[config.mk]
export PLATFORM = sky130hd
export DESIGN_NAME = chm_walker
export DESIGN_NICKNAME = d
export VERILOG_FILES = /design/src/design/chm_pkg.sv /design/src/design/chm_walker.sv
export SDC_FILE = /design/constraint.sdc
export NUM_CORES = 1
export LEC_CHECK = 0
export BUFFER_PORTS_ARGS = -buffer_cell sky130_fd_sc_hd__buf_2
export CORE_MARGIN = 1
export CORE_UTILIZATION = 42
export CTS_BUF_LIST = sky130_fd_sc_hd__clkbuf_4 sky130_fd_sc_hd__clkbuf_8
export DETAILED_ROUTE_END_ITERATION = 10
export MAX_ROUTING_LAYER = met4
export PLACE_DENSITY = 0.82
export SLEW_MARGIN = 20
export SYNTH_ARGS = -nofsm -noshare
export SYNTH_HDL_FRONTEND = slang
export SYNTH_SLANG_ARGS = --single-unit
[constraint.sdc]
create_clock -name clk -period 2.5 [get_ports clk]
set_clock_uncertainty 0.2 [all_clocks]
set_input_delay 0.125 -clock clk [delete_from_list [all_inputs] [get_ports clk]]
set_output_delay 0.125 -clock clk [all_outputs]
set_load 0.02 [all_outputs]
[src/design/chm_pkg.sv]
`timescale 1ns / 1ps
package chm_pkg;
  localparam int BUCKETS_DEF = 16;
  localparam int ENTRIES_DEF = 1024;
  localparam int KEY_BITS_DEF = 32;

  typedef enum logic [2:0] {
    OP_INSERT = 3'd0,
    OP_DELETE = 3'd1,
    OP_SEARCH = 3'd2,
    OP_SET    = 3'd3,
    OP_SWAP   = 3'd4
  } op_t;

  typedef enum logic [1:0] {
    ST_OK        = 2'd0,
    ST_EXISTS    = 2'd1,
    ST_NOT_FOUND = 2'd2,
    ST_FULL      = 2'd3
  } status_t;

  typedef struct packed {
    logic [2:0]  operation;
    logic [31:0] key;
    logic [31:0] value;
    logic [31:0] second_key;
  } request_t;

  typedef struct packed {
    logic [1:0]  status;
    logic        found;
    logic [31:0] value_out;
  } result_t;

  typedef struct packed {
    logic start;
    logic busy;
    logic done;
    logic hit;
  } walk_ctl_t;

  typedef enum logic [3:0] {
    S_IDLE,
    S_CLEAR,
    S_LOOK1,
    S_LOOK2,
    S_ACT,
    S_RD_FREE,
    S_RD_FREE_W,
    S_DEL_RD,
    S_DEL_RD_W,
    S_DEL_LINK,
    S_SWAP_RD,
    S_SWAP_RD_W,
    S_SWAP_WR,
    S_OUT
  } state_t;
endpackage

[src/design/chm_walker.sv]
`timescale 1ns / 1ps
module chm_walker import chm_pkg::*; #(
  parameter int ENTRIES = ENTRIES_DEF,
  parameter int KEY_BITS = KEY_BITS_DEF,
  localparam int PW = $clog2(ENTRIES + 1)
) (
  input  logic                clk,
  input  logic                rst,
  input  logic                start,
  input  logic [PW-1:0]       head,
  input  logic [KEY_BITS-1:0] target,
  output logic [PW-1:0]       rd_addr,
  output logic                rd_en,
  input  logic [KEY_BITS-1:0] rd_key,
  input  logic [PW-1:0]       rd_next,
  output walk_ctl_t           ctl,
  output logic [PW-1:0]       node,
  output logic [PW-1:0]       prev
);
  localparam logic [PW-1:0] NIL = PW'(ENTRIES);

  logic          busy, wait_rd, done, hit;
  logic [PW-1:0] cur;

  assign rd_addr = cur;
  assign rd_en = busy && !wait_rd && (cur != NIL);
  assign ctl = '{start: start, busy: busy, done: done, hit: hit};

  always_ff @(posedge clk) begin
    if (rst) begin
      busy <= 1'b0;
      wait_rd <= 1'b0;
      done <= 1'b0;
      hit <= 1'b0;
    end else begin
      done <= 1'b0;
      if (start) begin
        busy <= 1'b1;
        wait_rd <= 1'b0;
        cur <= head;
        prev <= NIL;
        hit <= 1'b0;
      end else if (busy) begin
        if (!wait_rd) begin
          if (cur == NIL) begin
            busy <= 1'b0;
            done <= 1'b1;
            hit <= 1'b0;
          end else begin
            wait_rd <= 1'b1;
          end
        end else begin
          wait_rd <= 1'b0;
          if (rd_key == target) begin
            busy <= 1'b0;
            done <= 1'b1;
            hit <= 1'b1;
            node <= cur;
          end else begin
            prev <= cur;
            cur <= rd_next;
          end
        end
      end
    end
  end
endmodule

==> results.sh, run 1 <==
export IMPL_setup_worst_path_end_class="flip-flop"
export IMPL_ys_async_sr_fraction_pct=0
export IMPL_layout_commonest_cell="buf_2"
export IMPL_max_stage_delay_ns=0.57
export IMPL_rows=23
export IMPL_initialDrtViolationCount=85
export IMPL_grt_overflow_total=0
export IMPL_io_pins=127
export IMPL_grt_pass1_vias=1557
export IMPL_crit_slowest_cell="dlygate4sd3_1"
export IMPL_core_area_mm2=0.00403
export IMPL_slew_headroom_pct=66.0
export IMPL_synthesis_nets=220
export IMPL_power_mw=1.49
export IMPL_crit_fanout=24
export IMPL_path_class="in -> reg"
export IMPL_drive_above_1_share_pct=52.5
export IMPL_post_cts_resized=0
export IMPL_nNetsFinal=372
export IMPL_required_ns=2.33
export IMPL_ys_flop_type="edfxtp_1"
export IMPL_port_buffers=126
export IMPL_final_core_util_pct=69.6
export IMPL_worstHoldPathType="in -> reg"
export IMPL_crit_top_cell="dlygate4sd3_1"
export IMPL_post_drt_via_cell_ratio=4.78
export IMPL_run_status="complete, no violations"
export IMPL_setup_tns_ns=0
export IMPL_synth_edf_count=33
export IMPL_vias=1596
export IMPL_dr_wl_met3_um=339
export IMPL_die_x_um=67.2
export IMPL_power_density_mw_per_mm2=532
export IMPL_layoutNonFillerInstCount=334
export IMPL_ys_seq_area_share_pct=59.9
export IMPL_synth_warnings=0
export IMPL_drv_cap=0
export IMPL_insertion_delay_ns=0.29
export IMPL_finalCritPeriodShare_pct=87.2
export IMPL_crit_chain="dlygate4sd3_1, buf_2, buf_4, mux2_2, dlygate4sd3_1"
export IMPL_rsz0062_at_grt="false"
export IMPL_grt_max_degree=25
export IMPL_start_util_pct=44.3
export IMPL_ir_worst_vdd_mv=0.293
export IMPL_synth_area_leaders="edfxtp_1 55%, xnor2_1 16%, mux2_2 6.9%, dfxtp_1 4.5%, nor2b_1 4.2%"
export IMPL_finalCriticalPeriod_ns=2.18
export IMPL_dp_hpwl_um=3250
export IMPL_gp_congestion=0.755
export IMPL_routed_top_layer="met4"
export IMPL_antenna_found_initial=0
export IMPL_detail_route_antenna_nets=0
export IMPL_cts_root_buf="clkbuf_8"
export IMPL_met2_length_um=2460
export IMPL_cts_made_buffers=5
export IMPL_cts_tree="done"
export IMPL_synth_area_mm2=0.00179
export IMPL_route_detailed_drc=0
export IMPL_syn_area_per_cell_um2=13.6
export IMPL_fp_dieH_um=67.2
export IMPL_fill_cells=295
export IMPL_synthCells=131
export IMPL_clk_pin_slew_ns=0.07
export IMPL_clockBufferDepth=2
export IMPL_drt_first_pass_iters=4
export IMPL_synth_cell_types=24
export IMPL_postRouteWirelength_um=4430
export IMPL_antenna_cells=0
export IMPL_die_area_mm2=0.00452
export IMPL_area_delta_synth_final_pct=56.9
export IMPL_post_cts_buffers=0
export IMPL_h_tree_depth=2
export IMPL_m1WireLength_um=1550
export IMPL_hold_violations=0
export IMPL_final_cell_mix="126 x buf_2, 33 x edfxtp_1, 32 x xnor2_1, 24 x dlygate4sd3_1, 12 x nor2b_1"
export IMPL_leakagePower_nw=1.19
export IMPL_dp_cells=302
export IMPL_fmax_mhz=459
export IMPL_synth_top_area_share_pct=55.5
export IMPL_ys_seq_elements=37
export IMPL_setup_viol=0
export IMPL_tightest_slew_ns=0.511
export IMPL_worst_setup_path_start_kind="primary input"
export IMPL_grt_pass1_wl_um=6600
export IMPL_slew_violations=0
export IMPL_whs_ns=0.181
export IMPL_clkSinkCount=37
export IMPL_routedWlPerCell_um=13.3
export IMPL_cp_arrival_ns=2.01
export IMPL_grt_total_usage_pct=21.1
export IMPL_synth_top_area_cell="edfxtp_1"
kinds of logic after synthesis:
logic type	synth area share, %
mux	6.93
compound gates	2.87
flops	59.9
buf+inv	2.59
xor+xnor	15.7
simple gates	12.0
registers in the layout, summed over array words and instances, names as in the netlist:
register	cells
busy	1
done	1
hit	1
node	11
prev	11
rd_addr	11
wait_rd	1
worst paths after layout:
path	start	endpoint	slack, ns	depth (start not counted)
worst min register to register	hit	hit	0.31	2
worst max register to register	rd_addr[1]	hit	0.66	4
worst min-delay path	rd_key[29]	hit	0.18	6
worst max-delay path	start	rd_addr[10]	0.32	5
report_power, final:
group | switching [mW] | internal, mW
Combinational | 0.116 | 0.154
Clock | 0.199 | 0.305
Sequential | 0.0158 | 0.701
metal layers:
layer	global-route usage, %	up-vias
met3	4.39	8
met5	-	-
li1	-	776
met1	19.8	720
met4	8.24	0
met2	41.1	92
Yosys cell counts, types with 3 or more instances:
cell      instances
edfxtp_1         33
nor2_1            3
nand2_1           3
mux2_2           11
xnor2_1          32
nor2b_1          12
buf_4             4
nor3_1            3
dfxtp_1           4
nand4_1           8
nor4_1            3
worst max-delay path, delay by kind of cell:
kind     cells  cell delay, ns
mux          1            0.38
buf+inv      4            1.51
timing repair:
item,4_1_cts,5_1_grt
hold buffers,24,0
endpoints found under the hold margin,14,0
endpoints found under the setup margin,0,0
stage by stage:
step,instance area [µm²],worst slack (ns)
after global routing,2800,0.277
after CTS,2800,0.339
after global placement,2450,0.461
after detailed placement,2450,0.459
after floorplan,1790,0.285
final,2800,0.319
area by class of cell:
class                           instances  area, µm²  share of cell area, %
Timing Repair Buffer                  152        886                   31.6
Sequential cell                        37       1070                   38.2
Inverter                                1       3.75                  0.134
Multi-Input combinational cell         86        669                   23.9
Clock buffer                            6       76.3                   2.72
Tap cell                               50       62.6                   2.23
Clock inverter                          2       33.8                   1.21
Note: power is estimated with default switching activity, not from simulation.
==> run 2, diff against run 1 <==
--- a/config.mk
+++ b/config.mk
@@ -6,6 +6,7 @@
 export NUM_CORES = 1
 export LEC_CHECK = 0
 export BUFFER_PORTS_ARGS = -buffer_cell sky130_fd_sc_hd__buf_2
+export CORE_ASPECT_RATIO = 1.1
 export CORE_MARGIN = 1
 export CORE_UTILIZATION = 42
 export CTS_BUF_LIST = sky130_fd_sc_hd__clkbuf_4 sky130_fd_sc_hd__clkbuf_8
==> results.sh, run 2 (same netlist as run 1, synthesis figures left out) <==
export IMPL_run_status="complete, no violations"
export IMPL_postRouteWirelength_um=4240
export IMPL_cts_root_buf="clkbuf_8"
export IMPL_tightest_slew_ns=0.491
export IMPL_worst_setup_path_start_kind="primary input"
export IMPL_multi_input_comb_area_um2=669
export IMPL_detail_route_antenna_nets=0
export IMPL_start_util_pct=44.4
export IMPL_cp_num_buf_inv=4
export IMPL_finalCritPeriodShare_pct=87.2
export IMPL_die_area_mm2=0.00452
export IMPL_route_detailed_drc=0
export IMPL_gr_usage_met2_pct=36.6
export IMPL_clkSinkCount=37
export IMPL_h_tree_depth=2
export IMPL_core_area_mm2=0.00402
export IMPL_final_cell_mix="126 x buf_2, 33 x edfxtp_1, 32 x xnor2_1, 24 x dlygate4sd3_1, 12 x nor2b_1"
export IMPL_design_area_mm2=0.00278
export IMPL_ir_worst_vdd_mv=0.204
export IMPL_fmax_mhz=459
export IMPL_path_class="in -> reg"
export IMPL_antenna_found_initial=0
export IMPL_max_stage_delay_ns=0.56
export IMPL_die_x_um=64.2
export IMPL_insertion_delay_ns=0.28
export IMPL_drt_first_pass_iters=4
export IMPL_hp_start="rd_key[27]"
export IMPL_ff2ff_path_depth=4
export IMPL_setup_worst_path_end_class="flip-flop"
export IMPL_crit_family="buffers and inverters"
export IMPL_initialDrtViolationCount=109
export IMPL_slew_headroom_pct=67.3
export IMPL_cts_tree="done"
export IMPL_hold_violations=0
export IMPL_crit_chain="dlygate4sd3_1, buf_2, buf_4, mux2_2, dlygate4sd3_1"
export IMPL_drv_cap=0
export IMPL_layout_commonest_cell="buf_2"
export IMPL_worstHoldPathType="in -> reg"
export IMPL_r2r_start="rd_addr[1]"
export IMPL_setup_viol=0
export IMPL_required_ns=2.33
export IMPL_cts_made_buffers=5
export IMPL_cp_arrival_ns=2.01
export IMPL_setup_tns_ns=0
export IMPL_slew_violations=0
export IMPL_final_core_util_pct=69.0
export IMPL_port_buffers=126
export IMPL_leakagePower_nw=1.18
export IMPL_fp_dieH_um=70.4
export IMPL_grt_overflow_total=0
export IMPL_post_cts_buffers=0
export IMPL_min_to="hit"
export IMPL_min_delay_path_depth=6
export IMPL_crit_slowest_cell="dlygate4sd3_1"
export IMPL_grt_pass1_vias=1557
export IMPL_nNetsFinal=372
export IMPL_crit_fanout=24
export IMPL_antenna_cells=0
export IMPL_top_usage_layer="met2"
export IMPL_rows=24
export IMPL_routedWlPerCell_um=12.6
export IMPL_crit_top_cell="dlygate4sd3_1"
export IMPL_fill_cells=312
export IMPL_drive_above_1_share_pct=52.1
export IMPL_finalCriticalPeriod_ns=2.18
export IMPL_grt_max_degree=25
export IMPL_post_cts_resized=0
export IMPL_whs_ns=0.174
export IMPL_post_drt_via_cell_ratio=4.75
export IMPL_grt_total_usage_pct=19.8
export IMPL_place_area_mm2=0.00245
export IMPL_io_pins=127
export IMPL_met3_usage_pct=3.92
export IMPL_power_density_mw_per_mm2=491
export IMPL_clk_pin_slew_ns=0.06
export IMPL_dp_hpwl_um=3170
export IMPL_clockBufferDepth=2
export IMPL_grt_pass1_wl_um=6440
export IMPL_area_delta_synth_final_pct=55.4
export IMPL_use_met1_pct=19.4
export IMPL_seqCellArea_mm2=0.00107
export IMPL_rsz0062_at_grt="false"
export IMPL_vias=1596
export IMPL_r2r_end="hit"
export IMPL_ff2ff_setup_slack_ns=0.74
export IMPL_gp_congestion=0.803
[run 2: cell types whose count changed in the layout (fill, tap and decap cells not counted)]
| cell | change |
|---|---|
| bufinv_16 | -1 |
| clkbuf_4 | -1 |
| clkinv_2 | +1 |
| clkinv_1 | +1 |
[run 2: worst max-delay path by stage]
stage / depth (start not counted) / to / from
6_report: 5 / rd_addr[8] / start
5_1_grt: 5 / rd_addr[3] / start
4_1_cts: 5 / rd_addr[7] / start
3_5_place_dp: 7 / node[3] / target[0]
3_3_place_gp: 7 / node[3] / target[21]
2_1_floorplan: 5 / node[0] / target[21]
[run 2: cell type report]
class / instances / share of cell area, %
tap: 52 / 2.34
timing repair buffer: 152 / 31.9
sequential: 37 / 38.6
multi-input combinational: 86 / 24.1
inverter: 1 / 0.135
clock inverter: 3 / 0.451
clock buffer: 5 / 2.48
[run 2: through the flow]
step | power (mW) | cells | worst slack (ns)
2_1_floorplan | 0.854 | 131 | 0.285
3_3_place_gp | 0.961 | 304 | 0.511
3_5_place_dp | 0.966 | 304 | 0.472
4_1_cts | 1.37 | 336 | 0.359
5_1_grt | 1.43 | 336 | 0.258
6_report | 1.36 | 336 | 0.321
[run 2: where the power goes]
group,internal (mW),total [mW],switching [mW]
clock,0.187,0.376,0.189
sequential,0.701,0.716,0.0148
combinational,0.154,0.271,0.117
total,1.04,1.36,0.321
[run 2: repair_timing]
action | 4_1_cts | 5_1_grt
hold endpoints to repair | 13 | 0
hold buffers | 24 | 0
setup endpoints to repair | 0 | 0
[run 2: worst min-delay path, delay by kind of cell]
kind,cells,cell delay (ns)
AND/OR/NAND/NOR,3,0.25
AO/OA/AOI/OAI,1,0.10
buffers and inverters,1,0.09
XOR/XNOR,1,0.05
[run 2: routing by layer]
layer / vias up / wire length [µm]
met4: 0 / 104
met5: - / 0
li1: 778 / -
met2: 106 / 2260
met3: 11 / 338
met1: 701 / 1530
==> run 3, diff against run 2 <==
--- a/config.mk
+++ b/config.mk
@@ -8,11 +8,10 @@
 export BUFFER_PORTS_ARGS = -buffer_cell sky130_fd_sc_hd__buf_2
 export CORE_ASPECT_RATIO = 1.1
 export CORE_MARGIN = 1
-export CORE_UTILIZATION = 42
-export CTS_BUF_LIST = sky130_fd_sc_hd__clkbuf_4 sky130_fd_sc_hd__clkbuf_8
+export CORE_UTILIZATION = 41
 export DETAILED_ROUTE_END_ITERATION = 10
 export MAX_ROUTING_LAYER = met4
-export PLACE_DENSITY = 0.82
+export PLACE_DENSITY = 0.8
 export SLEW_MARGIN = 20
 export SYNTH_ARGS = -nofsm -noshare
 export SYNTH_HDL_FRONTEND = slang
==> results.sh, run 3 (same netlist as run 1, synthesis figures left out) <==
export IMPL_worst_setup_path_start_kind="primary input"
export IMPL_finalCriticalPeriod_ns=2.15
export IMPL_grt_pass1_wl_um=6560
export IMPL_p_comb_share_pct=19.8
export IMPL_seq_power_share_pct=52.5
export IMPL_routedWlPerCell_um=12.7
export IMPL_setup_viol=0
export IMPL_port_buffers=126
export IMPL_fill_cells=313
export IMPL_antenna_cells=0
export IMPL_clockBufferDepth=2
export IMPL_drive_above_1_share_pct=52.1
export IMPL_cts_made_buffers=5
export IMPL_rows=24
export IMPL_grt_max_degree=25
export IMPL_die_x_um=64.9
export IMPL_clk_pin_slew_ns=0.07
export IMPL_drv_cap=0
export IMPL_crit_family="buffers and inverters"
export IMPL_antenna_found_initial=0
export IMPL_grt_pass1_vias=1558
export IMPL_core_area_mm2=0.00408
export IMPL_post_cts_buffers=0
export IMPL_grt_total_usage_pct=19.8
export IMPL_clkSinkCount=37
export IMPL_route_detailed_drc=0
export IMPL_layout_commonest_cell="buf_2"
export IMPL_cts_root_buf="clkbuf_8"
export IMPL_final_core_util_pct=68.0
export IMPL_ff2ff_path_depth=4
export IMPL_hold_violations=0
export IMPL_gr_usage_met2_pct=36.7
export IMPL_top_usage_layer="met2"
export IMPL_detail_route_antenna_nets=0
export IMPL_tightest_slew_ns=0.500
export IMPL_path_class="in -> reg"
export IMPL_fmax_mhz=464
export IMPL_die_area_mm2=0.00463
export IMPL_min_delay_path_depth=6
export IMPL_crit_slowest_cell="dlygate4sd3_1"
export IMPL_h_tree_depth=2
export IMPL_intPower_mw=1.05
export IMPL_area_delta_synth_final_pct=55.4
export IMPL_nNetsFinal=372
export IMPL_cp_depth=5
export IMPL_leakagePower_nw=1.17
export IMPL_p_sw_uw=315
export IMPL_required_ns=2.33
export IMPL_met3_usage_pct=5.10
export IMPL_setup_tns_ns=0
export IMPL_power_density_mw_per_mm2=492
export IMPL_fp_dieH_um=71.2
export IMPL_cts_tree="done"
export IMPL_gp_congestion=0.731
export IMPL_grt_overflow_total=0
export IMPL_post_drt_via_cell_ratio=4.71
export IMPL_vias=1583
export IMPL_setup_worst_path_end_class="flip-flop"
export IMPL_drt_first_pass_iters=4
export IMPL_postRouteWirelength_um=4260
export IMPL_initialDrtViolationCount=120
export IMPL_crit_fanout=24
export IMPL_cp_num_buf_inv=4
export IMPL_dp_hpwl_um=3130
export IMPL_slew_violations=0
export IMPL_insertion_delay_ns=0.28
export IMPL_run_status="complete, no violations"
export IMPL_slew_headroom_pct=66.7
export IMPL_crit_chain="dlygate4sd3_1, buf_2, buf_4, mux2_2, dlygate4sd3_1"
export IMPL_worstHoldPathType="in -> reg"
export IMPL_max_stage_delay_ns=0.57
export IMPL_crit_top_cell="dlygate4sd3_1"
export IMPL_clkPwrFrac_pct=27.7
export IMPL_p_sw_share_pct=23.1
export IMPL_cp_arrival_ns=1.98
export IMPL_io_pins=127
export IMPL_rsz0062_at_grt="false"
export IMPL_start_util_pct=43.8
export IMPL_ir_worst_vdd_mv=0.240
export IMPL_final_cell_mix="126 x buf_2, 33 x edfxtp_1, 32 x xnor2_1, 24 x dlygate4sd3_1, 12 x nor2b_1"
export IMPL_finalCritPeriodShare_pct=86.2
export IMPL_use_met1_pct=20.1
## run 3: power by group through the flow
| stage | clock, mW | sequential (mW) | combinational, mW |
|---|---|---|---|
| global placement | 0 | 0.729 | 0.232 |
| global route | 0.416 | 0.720 | 0.294 |
| floorplan | 0 | 0.751 | 0.103 |
| detailed placement | 0 | 0.730 | 0.236 |
| finish | 0.378 | 0.716 | 0.271 |
| CTS | 0.389 | 0.717 | 0.271 |
## run 3: final cells by class
cell class                      instances  area [µm²]  share of cell area, %
Timing Repair Buffer                  152         886                   31.9
Clock inverter                          1        5.00                  0.180
Inverter                                1        3.75                  0.135
Sequential cell                        37        1070                   38.6
Clock buffer                            7        76.3                   2.75
Multi-Input combinational cell         86         669                   24.1
Tap cell                               52        65.1                   2.34
## run 3: worst paths after layout
| kind | start | end | slack, ns |
|---|---|---|---|
| setup / recovery | start | rd_addr[2] | 0.35 |
| hold / removal | rd_key[29] | hit | 0.18 |
| setup reg to reg | rd_addr[2] | hit | 0.79 |
| hold reg to reg | rd_addr[6] | node[6] | 0.30 |
## run 3: timing repair
| action | 4_1_cts | 5_1_grt |
|---|---|---|
| hold buffers | 24 | 0 |
| hold endpoints to repair | 13 | 0 |
| gates resized for setup | 0 | 0 |
## run 3: through the flow
step / setup WS [ns] / instance area, µm² / instances / power (mW) / hold slack (ns)
2_1_floorplan: 0.285 / 1790 / 131 / 0.854 / 0.0856
3_3_place_gp: 0.496 / 2450 / 304 / 0.961 / 0.232
3_5_place_dp: 0.504 / 2450 / 304 / 0.966 / 0.231
4_1_cts: 0.352 / 2780 / 336 / 1.38 / 0.167
5_1_grt: 0.285 / 2780 / 336 / 1.43 / 0.201
6_report: 0.345 / 2780 / 336 / 1.37 / 0.176
## run 3: routing by layer
layer	wire length (µm)	vias up
li1	-	776
met1	1590	705
met2	2280	97
met3	339	5
met4	40	0
met5	0	-
## run 3: worst min-delay path: stages
cell     delay (ns)
buf_2          0.08
xnor2_1        0.05
nand4_1        0.06
nor4_1         0.05
nand2_1        0.14
o31ai_1        0.10
